<file path="src/rtl/core/kmer2b_pkg.sv">
// Shared constants, types and the base-code function of the k-mer packer.
// No dependencies; every module of the block imports this package.
package kmer2b_pkg;

  localparam int CODE_W    = 2;
  localparam int NUM_CELLS = 32;
  localparam int WORD_W    = CODE_W * NUM_CELLS;
  localparam int KLEN_W    = 6;
  localparam int SHIFT_W   = 5;
  localparam int CHAR_W    = 8;

  localparam logic [KLEN_W-1:0] MAX_KMER_LEN   = KLEN_W'(NUM_CELLS);
  localparam logic [KLEN_W-1:0] KMER_LEN_RESET = KLEN_W'(21);
  localparam logic [KLEN_W-1:0] COUNT_MAX      = '1;

  localparam logic [CHAR_W-1:0] CHAR_SEP = 8'h5F;  // '_'
  localparam logic [CHAR_W-1:0] CHAR_UNK = 8'h4E;  // 'N'

  typedef logic [CODE_W-1:0] code_t;

  typedef struct packed {
    logic advance;
    logic clear;
  } cell_ctl_t;

  // A=0, C=1, G=2, T=3 from bits 2 and 1 of the character.
  function automatic code_t base_code(input logic [CHAR_W-1:0] c);
    logic [CODE_W-1:0] x;
    logic [CODE_W-1:0] y;
    x = {c[2], 1'b0};
    y = (x ^ {c[1], 1'b0}) >> 1;
    return x + y;
  endfunction

endpackage

</file>
<file path="src/rtl/core/kmer2b_cell.sv">
// One window cell: holds the 2-bit code of one base position.
// Depends on kmer2b_pkg.
module kmer2b_cell (
  input  logic                  clk,
  input  logic                  rst,
  input  kmer2b_pkg::cell_ctl_t ctl,
  input  kmer2b_pkg::code_t     code_in,
  output kmer2b_pkg::code_t     code
);
  import kmer2b_pkg::*;

  always_ff @(posedge clk) begin
    if (rst || (ctl.advance && ctl.clear)) begin
      code <= '0;
    end else if (ctl.advance) begin
      code <= code_in;
    end
  end

endmodule

</file>
<file path="src/rtl/core/kmer2b_align.sv">
// Left-aligns the k newest bases of the window so the oldest lands in the top bits.
// Depends on kmer2b_pkg.
module kmer2b_align (
  input  logic [kmer2b_pkg::WORD_W-1:0]  window,
  input  logic [kmer2b_pkg::SHIFT_W-1:0] shift_bases,
  output logic [kmer2b_pkg::WORD_W-1:0]  word
);
  import kmer2b_pkg::*;

  logic [WORD_W-1:0] stage [0:SHIFT_W];

  // log shifter, one level per bit of the base count
  always_comb begin
    stage[0] = window;
    for (int l = 0; l < SHIFT_W; l++) begin
      stage[l+1] = shift_bases[l] ? (stage[l] << (CODE_W * (1 << l))) : stage[l];
    end
    word = stage[SHIFT_W];
  end

endmodule

</file>
<file path="src/rtl/core/kmer_two_bit_packer_unit.sv">
// Top level of the k-mer two-bit packer: cell chain, counters, output register.
// Depends on kmer2b_pkg, kmer2b_cell and kmer2b_align.
//
// Usage:
//   Input channel (in_valid / in_stall) carries one character beat: base_char
//   and last_of_block. Output channel (out_valid / out_stall) carries one
//   k-mer beat: kmer_word, left-aligned with the first base in bits 63:62,
//   and kmer_valid, clear (word zero) when the k-mer spans '_' or 'N'.
//   A beat produces output only once k characters of the block have arrived.
//   cfg_we / cfg_wdata write kmer_length (k); 0 acts as 1, above 32 as 32.
//   Write it only while the block is idle.
// Timing:
//   One character per cycle while no stall holds the output. Result appears in
//   the cycle after its input beat, from the output register; the path is set
//   by the 5-level aligning shifter feeding that register.
// Reset (rst, synchronous): clears the window, both counts and out_valid
//   of the output register; kmer_length returns to 21.
// Stall: while out_stall holds a waiting result, in_stall rises and the
//   chain holds; a free or draining output register takes a new beat at once.
module kmer_two_bit_packer_unit (
  input  logic                            clk,
  input  logic                            rst,
  input  logic                            cfg_we,
  input  logic [kmer2b_pkg::KLEN_W-1:0]   cfg_wdata,
  input  logic                            in_valid,
  output logic                            in_stall,
  input  logic [kmer2b_pkg::CHAR_W-1:0]   base_char,
  input  logic                            last_of_block,
  output logic                            out_valid,
  input  logic                            out_stall,
  output logic [kmer2b_pkg::WORD_W-1:0]   kmer_word,
  output logic                            kmer_valid
);
  import kmer2b_pkg::*;

  logic [KLEN_W-1:0] kmer_length;
  logic [KLEN_W-1:0] fill_count;
  logic [KLEN_W-1:0] fill_count_next;
  logic [KLEN_W-1:0] clean_run;
  logic [KLEN_W-1:0] clean_run_next;
  logic [KLEN_W-1:0] k_eff;
  logic [KLEN_W-1:0] shift_full;
  logic              accept;
  logic              bad_char;
  logic              emit;
  logic              good;
  cell_ctl_t         ctl;
  code_t             cell_code [NUM_CELLS];
  logic [WORD_W-1:0] window_shift;
  logic [WORD_W-1:0] aligned;

  // Take a beat whenever the output register is empty or being drained.
  assign in_stall = out_valid && out_stall;
  assign accept   = in_valid && !in_stall;
  assign bad_char = (base_char == CHAR_SEP) || (base_char == CHAR_UNK);

  always_ff @(posedge clk) begin
    if (rst) begin
      kmer_length <= KMER_LEN_RESET;
    end else if (cfg_we) begin
      kmer_length <= cfg_wdata;
    end
  end

  // Clamp k into 1..32.
  always_comb begin
    k_eff = kmer_length;
    if (k_eff == '0) begin
      k_eff = KLEN_W'(1);
    end
    if (k_eff > MAX_KMER_LEN) begin
      k_eff = MAX_KMER_LEN;
    end
    shift_full = MAX_KMER_LEN - k_eff;
  end

  // Counts as they stand after this beat, before any end-of-block clear.
  always_comb begin
    fill_count_next = (fill_count < COUNT_MAX) ? fill_count + 1'b1 : fill_count;
    if (bad_char) begin
      clean_run_next = '0;
    end else begin
      clean_run_next = (clean_run < COUNT_MAX) ? clean_run + 1'b1 : clean_run;
    end
    emit = fill_count_next >= k_eff;
    good = clean_run_next >= k_eff;
  end

  always_ff @(posedge clk) begin
    if (rst || (accept && last_of_block)) begin
      fill_count <= '0;
      clean_run  <= '0;
    end else if (accept) begin
      fill_count <= fill_count_next;
      clean_run  <= clean_run_next;
    end
  end

  // Chain of cells: cell 0 holds the newest base, each hands its code on.
  assign ctl.advance = accept;
  assign ctl.clear   = last_of_block;

  for (genvar i = 0; i < NUM_CELLS; i++) begin : g_cell
    code_t code_in;
    if (i == 0) begin : g_head
      assign code_in = base_code(base_char);
    end else begin : g_link
      assign code_in = cell_code[i-1];
    end
    kmer2b_cell u_cell (
      .clk     (clk),
      .rst     (rst),
      .ctl     (ctl),
      .code_in (code_in),
      .code    (cell_code[i])
    );
    // window after shifting in this beat
    assign window_shift[CODE_W*i +: CODE_W] = code_in;
  end

  kmer2b_align u_align (
    .window      (window_shift),
    .shift_bases (shift_full[SHIFT_W-1:0]),
    .word        (aligned)
  );

  // Output register: load on an emitting beat, drop once taken.
  always_ff @(posedge clk) begin
    if (rst) begin
      out_valid <= 1'b0;
    end else if (accept) begin
      out_valid <= emit;
    end else if (!out_stall) begin
      out_valid <= 1'b0;
    end
  end

  always_ff @(posedge clk) begin
    if (accept && emit) begin
      kmer_word  <= good ? aligned : '0;
      kmer_valid <= good;
    end
  end

  a_invalid_zero : assert property (@(posedge clk) disable iff (rst)
    (out_valid && !kmer_valid) |-> (kmer_word == '0))
    else $error("invalid k-mer carries a nonzero word");

  a_block_clear : assert property (@(posedge clk) disable iff (rst)
    (accept && last_of_block) |=> (fill_count == '0 && clean_run == '0))
    else $error("counts not cleared after end of block");

  a_run_le_fill : assert property (@(posedge clk) disable iff (rst)
    clean_run <= fill_count)
    else $error("clean run exceeds fill count");

  a_bad_resets_run : assert property (@(posedge clk) disable iff (rst)
    (accept && bad_char) |=> (clean_run == '0))
    else $error("separator or unknown base did not reset the clean run");

endmodule
</file>
<file path="config.mk">
export PLATFORM = sky130hd
export DESIGN_NAME = kmer_two_bit_packer_unit
export DESIGN_NICKNAME = d
export VERILOG_FILES = /design/src/rtl/core/kmer2b_pkg.sv /design/src/rtl/core/kmer2b_cell.sv /design/src/rtl/core/kmer2b_align.sv /design/src/rtl/core/kmer_two_bit_packer_unit.sv
export SDC_FILE = /design/constraint.sdc
export NUM_CORES = 1
export LEC_CHECK = 0
export ABC_AREA = 0
export BUFFER_PORTS_ARGS = -buffer_cell sky130_fd_sc_hd__buf_2
export CORE_MARGIN = 2
export CORE_UTILIZATION = 55
export DETAILED_ROUTE_END_ITERATION = 7
export GPL_TIMING_DRIVEN = 1
export PLACE_DENSITY_LB_ADDON = 0.1
export SLEW_MARGIN = 20
export SYNTH_ARGS = -nofsm -noshare
export SYNTH_HDL_FRONTEND = slang
export SYNTH_SLANG_ARGS = --single-unit
</file>
<file path="constraint.sdc">
create_clock -name clk -period 6.91 [get_ports clk]
set_clock_uncertainty 0.05 [all_clocks]
set_input_delay 1.382 -clock clk [delete_from_list [all_inputs] [get_ports clk]]
set_output_delay 1.382 -clock clk [all_outputs]
set_load 0.01 [all_outputs]
</file>
After elaboration in Yosys (flattened, before gate mapping)
Cells that the tools add are included.
{ "op_classes": {"n_mul": 0, "eq_ne": 3, "div": 0, "mux": 12, "n_reduce_logical": 9, "bitwise_logic": 2, "magnitude_cmp": 5, "shifts": 0, "add_sub_neg": 4} }
{ "op_table": {"columns": ["op", "n"], "rows": [
  ["$mux 64", 5],
  ["$mux 6", 5],
  ["$eq 8x7->1 const B", 2],
  ["$add 6x1->6 const B", 2],
  ["$ge 6x6->1", 2],
  ["$lt 6x6->1 const B", 2],
  ["$gt 6x6->1 const B", 1],
  ["$logic_not 6->1", 1],
  ["$sub 1x5->5 const A", 1],
  ["$logic_and 1x1->1", 4],
  ["$add 2x1->2", 1],
  ["$logic_or 1x1->1", 2],
  ["$mux 1", 2],
  ["$ne 2x1->1 const B", 1],
  ["$reduce_or 2->1", 1],
  ["$xor 2x2->2", 1],
  ["$logic_not 1->1", 1],
  ["$not 1->1", 1]
]} }
{ "word_totals": {"rom_bits": 0, "input_bits": 20, "out_inout_bits": 67, "register_bits": 146, "latchBits": 0, "word_cells": 73, "ram_bits": 0, "mem_count": 0} }

Logic depth before layout (Yosys ltp)
{ "depth": {"ltp_word": 10, "mapped_depth": 16, "mapped_depth_nobuf": 13} }

By module
Synthesis repeated with hierarchy kept, for this count alone.
{ "unflattened": {"hier_cells": 1244, "hier_area_um2": 10794.1} }
{ "by_module_without_submodules": {"columns": ["module", "seq_area_each_um2", "instances", "cells_each", "area_each_um2"], "rows": [
  ["kmer_two_bit_packer_unit", 2332.2, 1, 601, 4941.0],
  ["kmer2b_align", 0.0, 1, 395, 3448.3],
  ["kmer2b_cell", 40.0, 31, 8, 77.6]
]} }

Worst setup path after synthesis
No wires, ideal clock.
{ "synth_timing": {"path_type": "register -> register", "from": "register kmer_length[2]", "to": "register kmer_valid, enable pin", "n_path_buf": 4, "setup_slack_ps": -561, "arrival_ps": 6840, "required_time_ps": 6280, "path_stages_with_launch": 13, "setup_time_ps": 580, "period_less_slack_ps": 7471, "path_cell_list": "dfxtp_1 or4_1 buf_4 a21oi_4 buf_6 buf_6 buf_2 ha_1 nand2b_1 a21o_1 a21o_1 a21oi_1 o21ai_0"} }
{ "synth_between": {"elab_chain_cells": 6} }
{ "synth_rtl": {"columns": ["item", "line_no", "rtl"], "rows": [
  ["from (decl)", "kmer_two_bit_packer_unit.sv:36", "logic [KLEN_W-1:0] kmer_length;"],
  ["from (signal assigned)", "kmer_two_bit_packer_unit.sv:61", "kmer_length <= cfg_wdata;"],
  ["$logic_not 6->1", "kmer_two_bit_packer_unit.sv:68", "if (k_eff == '0) begin"],
  ["$mux 6 (*)", "kmer_two_bit_packer_unit.sv:68", null],
  ["$gt 6x6->1", "kmer_two_bit_packer_unit.sv:71", "if (k_eff > MAX_KMER_LEN) begin"],
  ["$mux 6 (*)", "kmer_two_bit_packer_unit.sv:71", null],
  ["$ge 6x6->1 (*)", "kmer_two_bit_packer_unit.sv:85", "emit = fill_count_next >= k_eff;"],
  ["$logic_and 1x1->1 (*)", "kmer_two_bit_packer_unit.sv:139", "if (accept && emit) begin"],
  ["to (signal assigned)", "kmer_two_bit_packer_unit.sv:141", "kmer_valid <= good;"],
  ["to (decl)", "kmer_two_bit_packer_unit.sv:32", "output logic kmer_valid"]
]} }
Every way passes the cells marked *; elsewhere a longest branch is shown, timed or not.
A chain may end at the register's enable or synchronous reset.

Worst setup path in the final report
{ "layout_timing": {"from": "register kmer_length[5]", "to": "register kmer_word[63] (netlist name), data pin"} }
{ "layout_between": {"elab_chain_cells": 10, "word_cells_on_any_way": 11, "classes_between": "add/sub: 1; order compare: 2; mux: 7; reduce/logical: 1"} }
{ "layout_rtl": {"columns": ["item", "line_no", "rtl"], "rows": [
  ["$logic_not 6->1", "kmer_two_bit_packer_unit.sv:68", null],
  ["$mux 6 (*)", "kmer_two_bit_packer_unit.sv:68", null],
  ["$gt 6x6->1", "kmer_two_bit_packer_unit.sv:71", null],
  ["$mux 6 (*)", "kmer_two_bit_packer_unit.sv:71", null],
  ["$sub 1x5->5", "kmer_two_bit_packer_unit.sv:74", "shift_full = MAX_KMER_LEN - k_eff;"],
  ["$mux 64 (5 in a row)", "kmer2b_align.sv:16", "stage[l+1] = shift_bases[l] ? (stage[l] << (CODE_W * (1 << l))) : stage[l];"],
  ["to (signal assigned)", "kmer_two_bit_packer_unit.sv:140", "kmer_word <= good ? aligned : '0;"],
  ["to (decl)", "kmer_two_bit_packer_unit.sv:31", "output logic [kmer2b_pkg::WORD_W-1:0] kmer_word,"]
]} }
Marks and branches as above.

==> results.py <==
metrics = {
    "run_status": {
        "outcome": "finished, final reports clean",
    },
    "sta": {
        "maxSlewViolCount": 0,
        "hold_viol_final": 0,
        "holdWs_ps": 404.0,
        "max_freq_mhz": 188.8,
        "fin_tns_setup_ps": 0,
        "rsz0062_at_grt": "no",
        "tightestPinTransition_ps": 977.2,
        "setup_ws_ps": 1615,
        "period_share_pct": 76.63,
        "final_period_minus_worst_setup_slack_ps": 5295,
        "slew-limit-headroom_pct": 34.86,
        "setup_viol": 0,
    },
    "floorplanning": {
        "die_h_um": 139.0,
        "ioPinCount": 87,
        "core_um2": 17900,
        "start_util_pct": 55.97,
        "std_cell_rows": 49,
        "die_x_um": 139.0,
        "die-area_um2": 19310,
    },
    "placed_design": {
        "gp_congestion": 0.9580,
        "pre_cts_ws_ps": 1727,
        "port_buffers": 86,
        "hpwl_um": 20090,
        "place_area_um2": 10450,
        "dp_cells": 1360,
    },
    "worst_setup_path": {
        "arrival_ps": 5550,
        "cp_max_fo": 80,
        "reg2regPathDepth": 11,
        "rrSetupSlack_ps": 1610,
        "start_kind": "flip-flop",
        "cp-end-kind": "flip-flop",
        "cp.required_ps": 7170,
        "max_stage_delay_ps": 890,
        "critical_path_class": "reg -> reg",
        "timing.rr.end": "kmer_word[63]",
        "cp_cell_sequence": "buf_4, clkinv_1, nand2_1, ha_4, buf_4, mux2_2, o32ai_1, a21oi_1, a21boi_0, nor4_1, a221o_1",
        "cpMostUsedCell": "buf_4",
        "cp_slowest_cell": "clkinv_1",
        "cp_num_buf_inv": 3,
        "rr_startpoint": "kmer_length[5]",
        "cpLargestDelayFamily": "buffers and inverters",
    },
    "grt": {
        "grt_max_degree": 81,
        "overflow": 0,
        "antenna_found_initial": 0,
        "grt_pass1_vias": 8308,
        "track_usage_pct": 30.23,
        "grt_pass1_wl_um": 46330,
    },
    "power": {
        "seqPwrFrac_pct": 37.0,
        "p_int_mw": 1.658,
        "vdd_drop_max_v": 0.0001854,
        "power_mw": 2.472,
        "leakage_nw": 4.181,
        "switching_share_pct": 32.92,
        "pwr-share-clk_pct": 39.2,
        "p_sw_mw": 0.8140,
        "power_density_nw_per_um2": 223.1,
        "p_comb_share_pct": 23.7,
    },
    "synth": {
        "netlist_top_cells_count": "nand2_1 (212), a21oi_1 (99), dfxtp_1 (81)",
        "yosys-top-cells-area": "edfxtp_1 (19%), dfxtp_1 (16%), nand2_1 (7.9%)",
        "synthCells": 1125,
        "yosys_register_bits": 146,
        "synth_edf_count": 65,
        "netlist_area_um2": 10020,
        "yosys.area.top_type_share_pct": 19.48,
        "seq_area_frac_synth_pct": 35.66,
        "synth.distinct_cells": 85,
        "postSynthAreaPerCell_um2": 8.906,
        "synth_warnings": 0,
        "syn_nets": 1160,
        "yosys.area.top_type": "edfxtp_1",
        "synth_most_common_cell": "nand2_1",
        "ys.flop_type": "dfxtp_1",
        "async_reset_ff_share_pct": 0,
    },
    "clocking": {
        "clk_pin_slew_worst_paths_ps": 70,
        "clockRootBuffer": "clkbuf_16",
        "cts_made_buffers": 17,
        "ctsHoldBuffers": 0,
        "clk_path_buf_depth": 2,
        "cts.repair.resized": 0,
        "cts_tree": "built",
        "cts_setup_buffers": 0,
        "cts.sinks": 146,
        "clk_latency_ps": 430,
        "h-tree-depth": 4,
    },
    "worst_hold_path": {
        "hold_class": "reg -> reg",
        "min_path_cells": 2,
        "hold_end": "g_cell[30].u_cell.code[0]",
        "min_from": "g_cell[30].u_cell.code[0]",
    },
    "layout": {
        "drive_above_1_share_pct": 18.13,
        "design_area_um2": 11080,
        "final_util_pct": 61.92,
        "nFillCells": 1561,
        "nNetsFinal": 1186,
        "syn2layout_area_growth_pct": 10.63,
        "diodes": 0,
        "finalNonFillerCells": 1393,
    },
    "route": {
        "vias_per_cell": 6.642,
        "antenna_left": 0,
        "num_vias": 9252,
        "drt_iter0_markers": 1118,
        "wire_per_inst_um": 21.19,
        "dr.pass1.iters": 6,
        "drc": 0,
        "finalWirelength_um": 29520,
    },
    "flow_run": {
        "maxCapViolCount": 0,
    },
}
cells in the final DEF (no fill, tap or decap), types with 9 or more instances in the layout:
cell type,synthesis,final
a21oi_1,99,99
a221o_1,13,13
nor2_1,65,65
nand2_1,212,210
a211oi_1,10,10
nand2b_1,30,30
o221ai_1,12,12
nand3_1,24,24
o22ai_1,15,15
ha_1,15,14
mux2i_1,74,74
nor3b_1,14,14
nor2b_1,16,16
inv_1,9,9
buf_2,27,86
mux4_2,22,22
edfxtp_1,65,65
clkbuf_16,0,17
mux2_2,21,21
and3_1,10,10
dfxtp_1,81,80
o211ai_1,12,12
nor3_1,21,21
buf_4,4,17
o21ai_0,24,23
flip-flops by register name, summed over array words and instances, names as in the netlist:
name                count
fill_count              6
kmer_length             6
out_valid               1
clean_run               6
kmer_word              64
kmer_valid              1
g_cell.u_cell.code     62
kinds of logic (layout without fill, tap and decap cells):
family | Yosys count | after routing | synth area share, %
muxes | 118 | 118 | 14.96
AOI/OAI and AO/OA | 294 | 294 | 21.09
and+or+nand+nor | 432 | 432 | 20.12
adders and majority gates | 15 | 15 | 1.873
xor gates and xnor gates | 10 | 10 | 1.249
buffers and inverters | 110 | 149 | 5.045
DFF | 146 | 146 | 35.66
per-layer routing:
| metal | vias to the layer above | wire length [um] | global-route usage (%) | part of all wire (%) |
|---|---|---|---|---|
| li1 | 4270 | - | - | - |
| met1 | 4369 | 12280 | 41.15 | 42 |
| met2 | 523 | 13260 | 45.99 | 45 |
| met3 | 90 | 2888 | 7.666 | 9.8 |
| met4 | 0 | 1099 | 12.87 | 3.7 |
| met5 | - | 0 | 0 | 0 |
area by class of cell:
type,instances,area (um2),share of cell area (%)
Tap cell,229,286.5,2.585
Inverter,13,48.80,0.4402
Multi-Input combinational cell,869,5979,53.95
Clock buffer,17,425.4,3.838
Clock inverter,15,183.9,1.659
Timing Repair Buffer,104,585.6,5.283
Sequential cell,146,3575,32.25
worst reg2reg max path, delay by kind of cell, from the launching register on:
kind	cells	cell delay, ps
adders and majority gates	1	370
buffers and inverters	3	2160
muxes	1	340
and+or+nand+nor	2	960
DFF	1	310
AOI/OAI and AO/OA	4	990
worst max-delay path by stage:
stage	startpoint	to	slack (ps)	cells past startpoint
global placement	base_char[2]	kmer_word[38]	1760	12
global route	kmer_length[5]	kmer_word[59]	1330	11
finish	kmer_length[5]	kmer_word[63]	1610	11
floorplan	kmer_length[2]	kmer_valid	1210	12
detailed placement	kmer_length[5]	kmer_word[59]	1730	11
CTS	kmer_length[5]	kmer_word[59]	1720	11
power groups by stage:
stage	clock, mW	sequential [mW]	combinational [mW]
detailed placement	0	0.935	0.560
global route	1.02	0.916	0.623
global placement	0	0.935	0.558
floorplan	0	0.935	0.429
CTS	0.978	0.916	0.563
finish	0.970	0.916	0.586
Note: power is estimated with default switching activity, not from simulation.
